<file path="config.mk">
export PLATFORM = sky130hd
export DESIGN_NAME = interval_set_table_core
export DESIGN_NICKNAME = d
export VERILOG_FILES = /design/src/design/ist_pkg.sv /design/src/design/ist_ram.sv /design/src/design/ist_ctrl.sv /design/src/design/interval_set_table_core.sv
export SDC_FILE = /design/constraint.sdc
export NUM_CORES = 2
export LEC_CHECK = 0
export BUFFER_PORTS_ARGS = -buffer_cell sky130_fd_sc_hd__buf_4
export CELL_PAD_IN_SITES_DETAIL_PLACEMENT = 0
export CELL_PAD_IN_SITES_GLOBAL_PLACEMENT = 1
export CORE_ASPECT_RATIO = 1.75
export CORE_MARGIN = 4
export CORE_UTILIZATION = 35
export CTS_CLUSTER_DIAMETER = 50
export DETAILED_ROUTE_END_ITERATION = 12
export PLACE_DENSITY = 0.55
export SLEW_MARGIN = 20
export SYNTH_ARGS = -nofsm -noshare
export SYNTH_HDL_FRONTEND = slang
export SYNTH_SLANG_ARGS = --single-unit
</file>
<file path="constraint.sdc">
create_clock -name clk_i -period 9.4 [get_ports clk_i]
set_input_delay 0 -clock clk_i [delete_from_list [all_inputs] [get_ports clk_i]]
set_output_delay 0 -clock clk_i [all_outputs]
set_load 0.1 [all_outputs]
</file>
<file path="src/design/ist_pkg.sv">
// ----------------------------------------------------------------------------
// Interval set table package
// Shared types and constants for the interval set table.
// ----------------------------------------------------------------------------
`default_nettype none
package ist_pkg;

  localparam int unsigned TableDepth = 64;
  localparam int unsigned CoordBits  = 30;
  localparam int unsigned IdxBits    = $clog2(TableDepth);
  localparam int unsigned CntBits    = $clog2(TableDepth + 1);

  typedef logic [CoordBits-1:0] coord_t;
  typedef logic [IdxBits-1:0]   idx_t;
  typedef logic [CntBits-1:0]   cnt_t;

  typedef enum logic [1:0] {
    CMD_ADD    = 2'd0,
    CMD_REMOVE = 2'd1,
    CMD_QUERY  = 2'd2,
    CMD_NONE   = 2'd3
  } cmd_e;

  typedef enum logic [1:0] {
    ST_OK    = 2'd0,
    ST_EMPTY = 2'd1,
    ST_FULL  = 2'd2,
    ST_RSVD  = 2'd3
  } status_e;

  typedef enum logic [2:0] {
    FSM_IDLE,
    FSM_SCAN,
    FSM_DECIDE,
    FSM_MOVE,
    FSM_WRITE,
    FSM_DONE
  } fsm_e;

  typedef struct packed {
    logic [1:0]  command;
    logic [29:0] range_start;
    logic [30:0] range_stop;
  } req_t;

  typedef struct packed {
    logic       covered;
    logic [1:0] status;
    logic [6:0] interval_count;
  } rsp_t;

  // One table entry: a closed interval.
  typedef struct packed {
    coord_t lo;
    coord_t hi;
  } entry_t;

  // Memory access port from the controller.
  typedef struct packed {
    logic   rd_en;
    idx_t   rd_addr;
    logic   wr_en;
    idx_t   wr_addr;
    entry_t wr_data;
  } mem_req_t;

endpackage
`default_nettype wire

</file>
<file path="src/design/ist_ram.sv">
// ----------------------------------------------------------------------------
// Interval set table memory
// Single-port-write, single-port-read memory with a registered read.
// ----------------------------------------------------------------------------
`default_nettype none
module ist_ram (
  input  wire logic             clk_i,
  input  wire ist_pkg::mem_req_t req_i,
  output ist_pkg::entry_t        rd_data_o
);

  ist_pkg::entry_t mem_q [ist_pkg::TableDepth];

  always_ff @(posedge clk_i) begin
    if (req_i.wr_en) begin
      mem_q[req_i.wr_addr] <= req_i.wr_data;
    end
    if (req_i.rd_en) begin
      rd_data_o <= mem_q[req_i.rd_addr];
    end
  end

endmodule
`default_nettype wire

</file>
<file path="src/design/ist_ctrl.sv">
// ----------------------------------------------------------------------------
// Interval set table controller
// Scans the sorted table; for an add or remove, then shifts the tail and writes the new pieces.
// ----------------------------------------------------------------------------
`default_nettype none
module ist_ctrl (
  input  wire logic              clk_i,
  input  wire logic              rst_ni,
  input  wire logic              start_i,
  input  wire ist_pkg::req_t     req_i,
  output logic                   busy_o,
  output logic                   done_o,
  output ist_pkg::rsp_t          rsp_o,
  output ist_pkg::mem_req_t      mem_o,
  input  wire ist_pkg::entry_t   mem_rd_i
);

  localparam int unsigned CB = ist_pkg::CntBits;
  localparam int unsigned XB = ist_pkg::CoordBits + 1;

  ist_pkg::fsm_e state_q, state_d;
  ist_pkg::cmd_e cmd_q, cmd_d;
  logic [XB-1:0] a_q, a_d, b_q, b_d;
  ist_pkg::cnt_t cnt_q, cnt_d;
  ist_pkg::cnt_t scan_q, scan_d;
  ist_pkg::cnt_t i_q, i_d, j_q, j_d;
  logic          found_i_q, found_i_d;
  logic          rd_v_q, rd_v_d;
  ist_pkg::entry_t first_q, first_d, last_q, last_d;
  ist_pkg::entry_t p0_q, p0_d, p1_q, p1_d;
  ist_pkg::cnt_t np_q, np_d;
  ist_pkg::cnt_t mv_q, mv_d;
  ist_pkg::cnt_t wk_q, wk_d;
  logic          covered_q, covered_d;
  logic [1:0]    status_q, status_d;

  logic [XB-1:0] rlo, rhi, stop_sat;
  ist_pkg::cnt_t rd_idx, cut, new_cnt;
  logic          shift_up;

  always_ff @(posedge clk_i or negedge rst_ni) begin
    if (!rst_ni) begin
      state_q <= ist_pkg::FSM_IDLE;
      cnt_q   <= '0;
      rd_v_q  <= 1'b0;
    end else begin
      state_q <= state_d;
      cnt_q   <= cnt_d;
      rd_v_q  <= rd_v_d;
    end
  end

  always_ff @(posedge clk_i) begin
    cmd_q <= cmd_d; a_q <= a_d; b_q <= b_d; scan_q <= scan_d;
    i_q <= i_d; j_q <= j_d; found_i_q <= found_i_d;
    first_q <= first_d; last_q <= last_d; p0_q <= p0_d; p1_q <= p1_d;
    np_q <= np_d; mv_q <= mv_d; wk_q <= wk_d;
    covered_q <= covered_d; status_q <= status_d;
  end

  assign rlo      = {1'b0, mem_rd_i.lo};
  assign rhi      = {1'b0, mem_rd_i.hi};
  assign rd_idx   = scan_q - CB'(1);
  assign cut      = j_q - i_q;
  assign new_cnt  = cnt_q - cut + np_q;
  assign shift_up = (np_q > cut);
  assign stop_sat = req_i.range_stop > {1'b1, {(XB-1){1'b0}}} ?
                    {1'b1, {(XB-1){1'b0}}} : req_i.range_stop;

  always_comb begin
    state_d = state_q; cmd_d = cmd_q; a_d = a_q; b_d = b_q; cnt_d = cnt_q;
    scan_d = scan_q; i_d = i_q; j_d = j_q; found_i_d = found_i_q;
    rd_v_d = 1'b0; first_d = first_q; last_d = last_q;
    p0_d = p0_q; p1_d = p1_q; np_d = np_q; mv_d = mv_q; wk_d = wk_q;
    covered_d = covered_q; status_d = status_q;
    mem_o = '0;
    busy_o = (state_q != ist_pkg::FSM_IDLE);
    done_o = 1'b0;
    rsp_o.covered = covered_q;
    rsp_o.status = status_q;
    rsp_o.interval_count = 7'(cnt_q);

    unique case (state_q)
      ist_pkg::FSM_IDLE: begin
        if (start_i) begin
          cmd_d = ist_pkg::cmd_e'(req_i.command);
          covered_d = 1'b0;
          status_d = ist_pkg::ST_OK;
          a_d = {1'b0, req_i.range_start};
          b_d = stop_sat - XB'(1);
          scan_d = '0; i_d = cnt_q; j_d = cnt_q; found_i_d = 1'b0;
          np_d = '0;
          if (req_i.command == ist_pkg::CMD_NONE) begin
            state_d = ist_pkg::FSM_DONE;
          end else if (stop_sat <= {1'b0, req_i.range_start}) begin
            status_d = ist_pkg::ST_EMPTY;
            state_d = ist_pkg::FSM_DONE;
          end else begin
            state_d = ist_pkg::FSM_SCAN;
          end
        end
      end
      ist_pkg::FSM_SCAN: begin
        // Issue one read per cycle; examine the previous read's data.
        if (scan_q < cnt_q) begin
          mem_o.rd_en = 1'b1;
          mem_o.rd_addr = ist_pkg::idx_t'(scan_q);
          rd_v_d = 1'b1;
        end
        scan_d = scan_q + CB'(1);
        if (rd_v_q) begin
          unique case (cmd_q)
            ist_pkg::CMD_ADD: begin
              if (!found_i_q) begin
                if (!(rhi + XB'(1) < a_q)) begin
                  found_i_d = 1'b1; i_d = rd_idx; first_d = mem_rd_i;
                  if (rlo <= b_q + XB'(1)) begin
                    last_d = mem_rd_i; j_d = scan_q;
                  end else begin
                    j_d = rd_idx; state_d = ist_pkg::FSM_DECIDE;
                  end
                end
              end else if (rlo <= b_q + XB'(1)) begin
                last_d = mem_rd_i; j_d = scan_q;
              end else begin
                state_d = ist_pkg::FSM_DECIDE;
              end
            end
            ist_pkg::CMD_REMOVE: begin
              if (!found_i_q) begin
                if (!(rhi < a_q)) begin
                  found_i_d = 1'b1; i_d = rd_idx; first_d = mem_rd_i;
                  if (rlo <= b_q) begin
                    last_d = mem_rd_i; j_d = scan_q;
                  end else begin
                    j_d = rd_idx; state_d = ist_pkg::FSM_DECIDE;
                  end
                end
              end else if (rlo <= b_q) begin
                last_d = mem_rd_i; j_d = scan_q;
              end else begin
                state_d = ist_pkg::FSM_DECIDE;
              end
            end
            default: begin
              if (rlo <= a_q && a_q <= rhi) begin
                covered_d = (rhi >= b_q);
                state_d = ist_pkg::FSM_DONE;
              end
            end
          endcase
        end
        if (!rd_v_q && scan_q != '0 && state_d == ist_pkg::FSM_SCAN) begin
          state_d = (cmd_q == ist_pkg::CMD_QUERY) ? ist_pkg::FSM_DONE
                                                  : ist_pkg::FSM_DECIDE;
        end
        if (scan_q >= cnt_q && !rd_v_q) begin
          state_d = (cmd_q == ist_pkg::CMD_QUERY) ? ist_pkg::FSM_DONE
                                                  : ist_pkg::FSM_DECIDE;
        end
        if (state_d != ist_pkg::FSM_SCAN) begin
          rd_v_d = 1'b0;
        end
      end
      ist_pkg::FSM_DECIDE: begin
        found_i_d = 1'b0;
        if (cmd_q == ist_pkg::CMD_ADD) begin
          p0_d.lo = (j_q > i_q && {1'b0, first_q.lo} < a_q) ? first_q.lo
                                                            : a_q[XB-2:0];
          p0_d.hi = (j_q > i_q && {1'b0, last_q.hi} > b_q) ? last_q.hi
                                                           : b_q[XB-2:0];
          np_d = CB'(1);
        end else begin
          np_d = '0;
          if (j_q > i_q && {1'b0, first_q.lo} < a_q) begin
            p0_d.lo = first_q.lo; p0_d.hi = a_q[XB-2:0] - ist_pkg::coord_t'(1);
            np_d = CB'(1);
            if ({1'b0, last_q.hi} > b_q) begin
              p1_d.lo = b_q[XB-2:0] + ist_pkg::coord_t'(1); p1_d.hi = last_q.hi;
              np_d = CB'(2);
            end
          end else if (j_q > i_q && {1'b0, last_q.hi} > b_q) begin
            p0_d.lo = b_q[XB-2:0] + ist_pkg::coord_t'(1); p0_d.hi = last_q.hi;
            np_d = CB'(1);
          end
        end
        state_d = ist_pkg::FSM_MOVE;
      end
      ist_pkg::FSM_MOVE: begin
        // Check capacity, then move the tail one entry at a time, reading it and then writing it at its new place.
        if ({1'b0, cnt_q} - {1'b0, cut} + {1'b0, np_q} >
            (CB+1)'(ist_pkg::TableDepth)) begin
          status_d = ist_pkg::ST_FULL;
          state_d = ist_pkg::FSM_DONE;
        end else if (np_q == cut || j_q == cnt_q) begin
          wk_d = '0;
          state_d = ist_pkg::FSM_WRITE;
        end else begin
          mv_d = shift_up ? cnt_q - CB'(1) : j_q;
          wk_d = '0;
          rd_v_d = 1'b0;
          state_d = ist_pkg::FSM_WRITE;
          np_d = np_q;
          scan_d = shift_up ? cnt_q : j_q;
          state_d = ist_pkg::FSM_MOVE;
          found_i_d = 1'b0;
          if (!found_i_q) begin
            found_i_d = 1'b1;
            mv_d = shift_up ? cnt_q - CB'(1) : j_q;
          end else begin
            mv_d = mv_q;
          end
          if (found_i_q) begin
            if (!rd_v_q) begin
              mem_o.rd_en = 1'b1;
              mem_o.rd_addr = ist_pkg::idx_t'(mv_q);
              rd_v_d = 1'b1;
              found_i_d = 1'b1;
            end else begin
              mem_o.wr_en = 1'b1;
              mem_o.wr_addr = ist_pkg::idx_t'(mv_q - cut + np_q);
              mem_o.wr_data = mem_rd_i;
              found_i_d = 1'b1;
              if (shift_up) begin
                if (mv_q == j_q) begin
                  state_d = ist_pkg::FSM_WRITE;
                end else begin
                  mv_d = mv_q - CB'(1);
                end
              end else begin
                if (mv_q == cnt_q - CB'(1)) begin
                  state_d = ist_pkg::FSM_WRITE;
                end else begin
                  mv_d = mv_q + CB'(1);
                end
              end
            end
          end
        end
      end
      ist_pkg::FSM_WRITE: begin
        if (wk_q < np_q) begin
          mem_o.wr_en = 1'b1;
          mem_o.wr_addr = ist_pkg::idx_t'(i_q + wk_q);
          mem_o.wr_data = (wk_q == '0) ? p0_q : p1_q;
          wk_d = wk_q + CB'(1);
        end else begin
          cnt_d = new_cnt;
          state_d = ist_pkg::FSM_DONE;
        end
      end
      ist_pkg::FSM_DONE: begin
        done_o = 1'b1;
        state_d = ist_pkg::FSM_IDLE;
      end
      default: state_d = ist_pkg::FSM_IDLE;
    endcase
  end

endmodule
`default_nettype wire

</file>
<file path="src/design/interval_set_table_core.sv">
// ----------------------------------------------------------------------------
// Interval set table core
// Sorted table of disjoint closed intervals with add, remove and query.
// ----------------------------------------------------------------------------
// Usage: drive req_i and raise start; the command is taken at a clock edge
// where start is high and busy is low. busy stays high until the result
// transfer, which is shown on rsp_o for one cycle with done_o high. The
// receiver cannot stall, so the result is simply taken in that cycle.
// Operation: the scan reads one table entry per cycle through the single read
// port of the table memory. An add or remove then decides the new pieces,
// sets up the move, reads and then writes each tail entry that moves when
// the number of entries changes, writes each new piece, updates the count
// and shows the result. The slowest command shifts 63 entries; an empty
// range or the unused command shows its result in the next cycle.
// A new command can be taken in the cycle after the result. One command is in
// flight at a time. Reset clears the interval count; the table contents need
// no clearing, since only entries below the count are ever read.
// ----------------------------------------------------------------------------
`default_nettype none
module interval_set_table_core (
  input  wire logic          clk_i,
  input  wire logic          rst_ni,
  input  wire logic          start,
  input  wire ist_pkg::req_t req_i,
  output logic               busy,
  output logic               done_o,
  output ist_pkg::rsp_t      rsp_o
);

  ist_pkg::mem_req_t mem_req;
  ist_pkg::entry_t   mem_rd;

  ist_ctrl u_ctrl (
    .clk_i    (clk_i),
    .rst_ni   (rst_ni),
    .start_i  (start),
    .req_i    (req_i),
    .busy_o   (busy),
    .done_o   (done_o),
    .rsp_o    (rsp_o),
    .mem_o    (mem_req),
    .mem_rd_i (mem_rd)
  );

  ist_ram u_ram (
    .clk_i     (clk_i),
    .req_i     (mem_req),
    .rd_data_o (mem_rd)
  );

endmodule
`default_nettype wire

</file>
Word-level counts from Yosys, hierarchy flattened
Memories as Yosys holds them, arrays and structs flattened. A register that Yosys moved wholly into a read port is not among the register bits.
Cells that the tools add are included.

word-level totals
  flip-flop bits (word level) = 330
  RAM bits = 3,840
  input bits = 66
  output and inout bits = 12
  memories = 1

operators by class
  $add $sub $neg = 19
  magnitude comparators = 17
  eq/ne operators = 38
  multiplexer cells = 122
  bitwise gates (word level) = 4
  reduce and logical (&&, ||, !) cells = 38

memories
  memory       depth  bits a word  read ports  clocked after Yosys merged registers in  wr ports  RTL line       text
  u_ram.mem_q  64     60           1           1                                        1         ist_ram.sv:12  ist_pkg::entry_t mem_q [ist_pkg::TableDepth];

operators by type and width
  operator                                             number
  2-to-1 mux 60 bit                                    14
  case mux 60 bit (2 select lines)                     2
  2-to-1 mux 7 bit                                     32
  2-to-1 mux 74 bit                                    3
  2-to-1 mux 67 bit                                    2
  case mux 67 bit (2 select lines)                     1
  case mux 7 bit (2 select lines)                      7
  2-to-1 mux 3 bit                                     24
  <= comparator 30 x 31 -> 1 bit                       2
  <= comparator 30 bit                                 2
  < comparator 30 bit                                  2
  2-to-1 mux 30 bit                                    2
  adder 30 x 1 -> 31 bit (second input constant)       1
  adder 31 x 1 -> 31 bit (second input constant)       1
  >= comparator 30 x 31 -> 1 bit                       1
  > comparator 30 x 31 -> 1 bit                        1
  > comparator 31 bit (second input constant)          1
  <= comparator 31 x 30 -> 1 bit                       1
  < comparator 31 x 30 -> 1 bit                        1
  2-to-1 mux 31 bit                                    1
  subtractor 31 x 1 -> 31 bit (second input constant)  1
  adder 30 x 1 -> 30 bit (second input constant)       1
  subtractor 30 x 1 -> 30 bit (second input constant)  1
  equality test 7 bit                                  4
  51 further kinds                                     130

Logic depth before layout (Yosys ltp)
  depth in word-level cells = 16
  mapped depth = 25
  depth with buffers taken out = 20

Hierarchy
Synthesis repeated with hierarchy kept, for this count alone.

unflattened totals
  cell total of the unflattened synthesis = 8,673
  area, all modules = 171,144.1 um2

modules (own cells, without submodules)
  module    instances  cells each  area each (um2)
  ist_ram   1          6,203       147,046.0
  ist_ctrl  1          2,470       24,098.1

Worst setup path after synthesis
Ideal clock, no wire load.

  path kind = register to register
  from = reg u_ctrl.a_q[15]
  to = reg u_ctrl.p1_q[0] (netlist bit) (enable)
  library setup time = 626 ps
  data arrival time = 8,620 ps
  required time = 8,774 ps
  slack = 154 ps
  stages on the path, launching flop included = 14
  path buffers = 1
  path through = edfxtp_1 -> inv_1 -> ha_1 -> a21o_1 -> a21o_1 -> a21o_1 -> a21o_1 -> a21oi_1 -> or2_2 -> a31oi_1 -> a2111oi_2 -> nand2_1 -> clkbuf_1 -> nor4_1

between the ends
  longest elaborated chain between the ends = 3

RTL lines
  element                               RTL line         text
  start: declaration                    ist_ctrl.sv:23   logic [XB-1:0] a_q, a_d, b_q, b_d;
  start signal: assignment              ist_ctrl.sv:54   cmd_q <= cmd_d; a_q <= a_d; b_q <= b_d; scan_q <= scan_d;
  < comparator 30 bit                   ist_ctrl.sv:175  if (j_q > i_q && {1'b0, first_q.lo} < a_q) begin
  logical AND 1 bit                     ist_ctrl.sv:175
  AND reduction 4 bit (no source line)  n/a
  end signal: assignment                ist_ctrl.sv:56   first_q <= first_d; last_q <= last_d; p0_q <= p0_d; p1_q <= p1_d;
  end: declaration                      ist_ctrl.sv:30   ist_pkg::entry_t p0_q, p0_d, p1_q, p1_d;

Every way passes these cells.
A chain may end at the register's enable or synchronous reset.

Worst setup path after layout
  from = reg u_ctrl.j_q[0]
  to = mem u_ram.mem_q[61][13] (netlist bit) (enable)

between the ends
  longest elaborated chain between the ends = 8
  elaborated cells between the ends (all ways) = 16
  classes of those cells = 5 x add/sub; 1 x order compare; 2 x eq/ne; 7 x mux; 1 x reduce/logical

RTL lines
  element                                                                                     RTL line                        text
  start: declaration                                                                          ist_ctrl.sv:26                  ist_pkg::cnt_t i_q, i_d, j_q, j_d;
  start signal: assignment                                                                    ist_ctrl.sv:55                  i_q <= i_d; j_q <= j_d; found_i_q <= found_i_d;
  subtractor 7 bit                                                                            ist_ctrl.sv:64                  assign cut = j_q - i_q;
  subtractor 7 x 7 -> 8 bit (tied with other cells)                                           ist_ctrl.sv:191                 if ({1'b0, cnt_q} - {1'b0, cut} + {1'b0, np_q} >
  adder 8 x 7 -> 8 bit (tied with other cells)                                                ist_ctrl.sv:191
  > comparator 8 x 7 -> 1 bit (tied with other cells)                                         ist_ctrl.sv:191
  2-to-1 mux 74 bit *                                                                         ist_ctrl.sv:191
  case mux 67 bit (2 select lines) *                                                          ist_ctrl.sv:83                  unique case (state_q)
  2-to-1 mux 1 bit or 2-to-1 mux 74 bit (tied branches)                                       ist_ram.sv:15, ist_ctrl.sv:191
  2-to-1 mux 1 bit (not written as such) or case mux 67 bit (2 select lines) (tied branches)  ist_ram.sv:16, ist_ctrl.sv:83
  end: declaration                                                                            ist_ram.sv:12

Mark *: on every way between the ends. The rest lies on a longest branch, timed or not.

==> out/results.ini <==
[setup_path]
cp.required_ps=10010
cp.arrival_ps=8570
cp_slowest_cell=nor2_4
path_class=flip-flop to flip-flop
crit_path_cell_trace=inv_1 > ha_1 > inv_1 > fa_1 > a211oi_1 > nor2_1 > xnor2_1 > ha_1 > ha_1 > and3b_1 > a21oi_1 > nand4_1 > or4_4 > a21oi_1 > buf_4 > and3_4 > nand2_1 > o21ai_1 > nand3_1 > nor2_4 > buf_12
crit_path_frequent_cell=ha_1
start_kind=flip-flop
max_stage_delay_ps=1260
endpoint_kind=flip-flop
crit_fanout=26

[clock_network]
clkTransAtPathRegs_ps=60
post-cts-setup-buffers=0
insertion_delay_ps=980
cts_buffer_depth=4
cts_tree=built
cts_max_level=5
clock_sinks=4195
cts_buffers=398
clock-root-buffer=clkbuf_16

[floorplan]
die_w_um=539.3
floorplan.rows=341
die_y_um=937.8
core_area_um2=492400
ios=78
die_area_um2=505800
initial_core_util=0.3512

[sta]
drv_slew=0
tns_ps=0
finalSetupViolCount=0
maxSlewHeadroom=0.1456
max_freq_mhz=125.6
rsz0062_at_grt=no
tightest_slew_ps=1271
final.setup_skew_ps=52.80
fin_crit_ps=7964
timing.final.crit_share=0.8472
finalHoldViolCount=0

[route]
drcViolationCount=0
final_antenna_net_count=0
via_count=107433
initialDrtViolationCount=11090
wire_per_inst_um=34.15
first_pass_iters=6
vias_per_cell=5.690
finalWirelength_um=644900

[power]
leakage_nw=77.77
ir_drop_v=0.0002094
power.density_nw_per_um2=253.8

[synth]
synthFlopType=edfxtp_1
synth_area_leaders=edfxtp_1 (73%), mux2i_1 (7.2%), nand2_1 (3.6%)
yosysMostFrequentCell=edfxtp_1
syn-cell-area_um2=172900
ys_async_sr_fraction=0.002622
yosys.area.top_type_share=0.7266
synth_edf_count=4184
syn_inst=11595
synth_seq_area_share=0.7282
yosysTopAreaCell=edfxtp_1
syn_area_per_cell_um2=14.91
syn_nets=11990
yosys_warnings=0
ys_types=83
synth-seq-cells=4195
synth_common_cells=edfxtp_1 (4,184), nand2_1 (1,673), mux2i_1 (1,247)

[layout]
n_fill_cell=44922
final_cell_area_um2=200400
nets=12431
fin_cells=18882
area_delta_synth_final_pct=15.91
drive_gt1_frac=0.1089

[run_status]
outcome=complete, no violations

[job]
maxCapViolations=0

[grt]
antenna_found_initial=33
grt_usage=0.2469
grt_pass1_wl_um=878500
overflow=0
grt_max_degree=140
grt_pass1_vias=106562

[place]
hpwl_um=380800
gp_congestion=0.8607
post_dp_cell_area_um2=185700
dp.cells=18000
io_buffers=77

[min_path]
hp-class=input pin to flip-flop

==> repair_timing <==
action | in CTS | in global routing
gates resized for setup | 0 | 0
hold endpoints to repair | 112 | 0
hold buffers | 153 | 0
==> cell type report <==
type	instances	area, um^2	share of cell area
inverter	181	679.4	0.003390
antenna	8	20.02	0.00009988
timing repair buffer	688	7457	0.03721
tap	6517	8154	0.04068
clock inverter	256	2912	0.01453
sequential	4195	125900	0.6282
multi-input combinational	6572	44990	0.2245
clock buffer	465	10300	0.05137
==> placed cells by master (no fill, tap or decap), types with 19 or more instances in the layout <==
master            n
o21ai_4          61
inv_1           179
o21ai_0         409
nor3_1           39
dlygate4sd3_1   153
and3_1           48
a32oi_1         167
clkinv_2         62
clkbuf_1         63
a22o_1           43
nand2b_1         26
nand4_1         237
buf_12          151
mux2i_1        1247
clkinvlp_4       25
xor2_1           36
nand2_1        1668
ha_1            323
nor2b_1          35
bufinv_16        58
nor2_4           71
a21o_1          102
and2_1           28
nor2_1          152
and4_1           44
xnor2_1         130
edfxtp_1       4184
nor4_1           19
a211oi_1         23
nand3_1         493
or3_1            36
a21oi_1         202
o22ai_1         509
a31oi_1         150
clkinv_1         75
clkbuf_16       402
buf_4           383
==> critical path, delay by kind of cell, from the launching register on <==
family / cells / cell delay (ps)
AOI/OAI and AO/OA: 4 / 1110
DFF: 1 / 450
xor gates and xnor gates: 1 / 260
and+or+nand+nor: 8 / 3690
adders and majority gates: 4 / 1220
buffers and inverters: 4 / 700
==> state kept, by name, indices dropped and copies added (netlist names), 2 cells and up <==
name	cells
u_ctrl.cnt_q	7
u_ctrl.a_q	30
u_ctrl.cmd_q	2
u_ctrl.wk_q	7
u_ctrl.p1_q	60
u_ctrl.b_q	31
u_ctrl.first_q	30
u_ctrl.np_q	2
u_ctrl.i_q	7
u_ctrl.j_q	7
u_ctrl.status_q	2
u_ctrl.mv_q	7
u_ram.rd_data_o	60
u_ctrl.last_q	30
u_ctrl.p0_q	60
u_ctrl.scan_q	7
u_ram.mem_q	3840
u_ctrl.state_q	3
==> metal layers <==
metal  vias to the layer above  global-route usage  share of wire
met1                     56526              0.2883           0.37
met5                         -                   0       0.000071
met3                      1098             0.03248          0.060
li1                      45693                   -              -
met4                         8              0.1120          0.051
met2                      4108              0.4501           0.52
==> power by group <==
group	total, W	switching, W	internal, W	leakage, nW
Combinational	0.0121	0.00815	0.00399	25.8
Clock	0.0168	0.00731	0.00946	6.40
Sequential	0.0220	0.00102	0.0209	45.6
==> metrics by stage <==
stage / hold WS [ps] / setup WS, ps / power [W] / util
6_report: 91.34 / 1436 / 0.05088 / 0.4071
5_1_grt: 104.7 / 1110 / 0.05266 / 0.4070
4_1_cts: 14.56 / 1479 / 0.05124 / 0.4070
3_5_place_dp: -132.0 / 1539 / 0.03445 / 0.3771
3_3_place_gp: -135.4 / 1502 / 0.03438 / 0.3768
2_1_floorplan: -295.6 / 153.6 / 0.02904 / -
==> cells by family (layout without fill, tap and decap cells) <==
group / Yosys count / after routing / synth area share
DFF: 4195 / 4195 / 0.7282
buffers and inverters: 828 / 1590 / 0.02064
AOI/OAI and AO/OA: 1851 / 1851 / 0.06871
adders and majority gates: 329 / 329 / 0.02407
and+or+nand+nor: 2971 / 2971 / 0.07721
muxes: 1254 / 1254 / 0.07264
other: 0 / 8 / 0
xor gates and xnor gates: 167 / 167 / 0.008538
==> final timing paths <==
check	startpoint	end	slack, ps	depth (start not counted)
hold / removal	req_i[17]	u_ctrl.b_q[17]	90	4
setup / recovery	u_ctrl.j_q[0]	u_ram.mem_q[61][13]	1440	21
hold reg to reg	u_ctrl.last_q[18]	u_ctrl.p1_q[18]	500	0
min in group asynchronous	rst_ni	u_ctrl.cnt_q[3]	180	3
max in group asynchronous	rst_ni	u_ctrl.cnt_q[1]	8760	3
setup reg to reg	u_ctrl.j_q[0]	u_ram.mem_q[61][13]	1440	21
No activity file was read; power rests on OpenSTA's default activity.
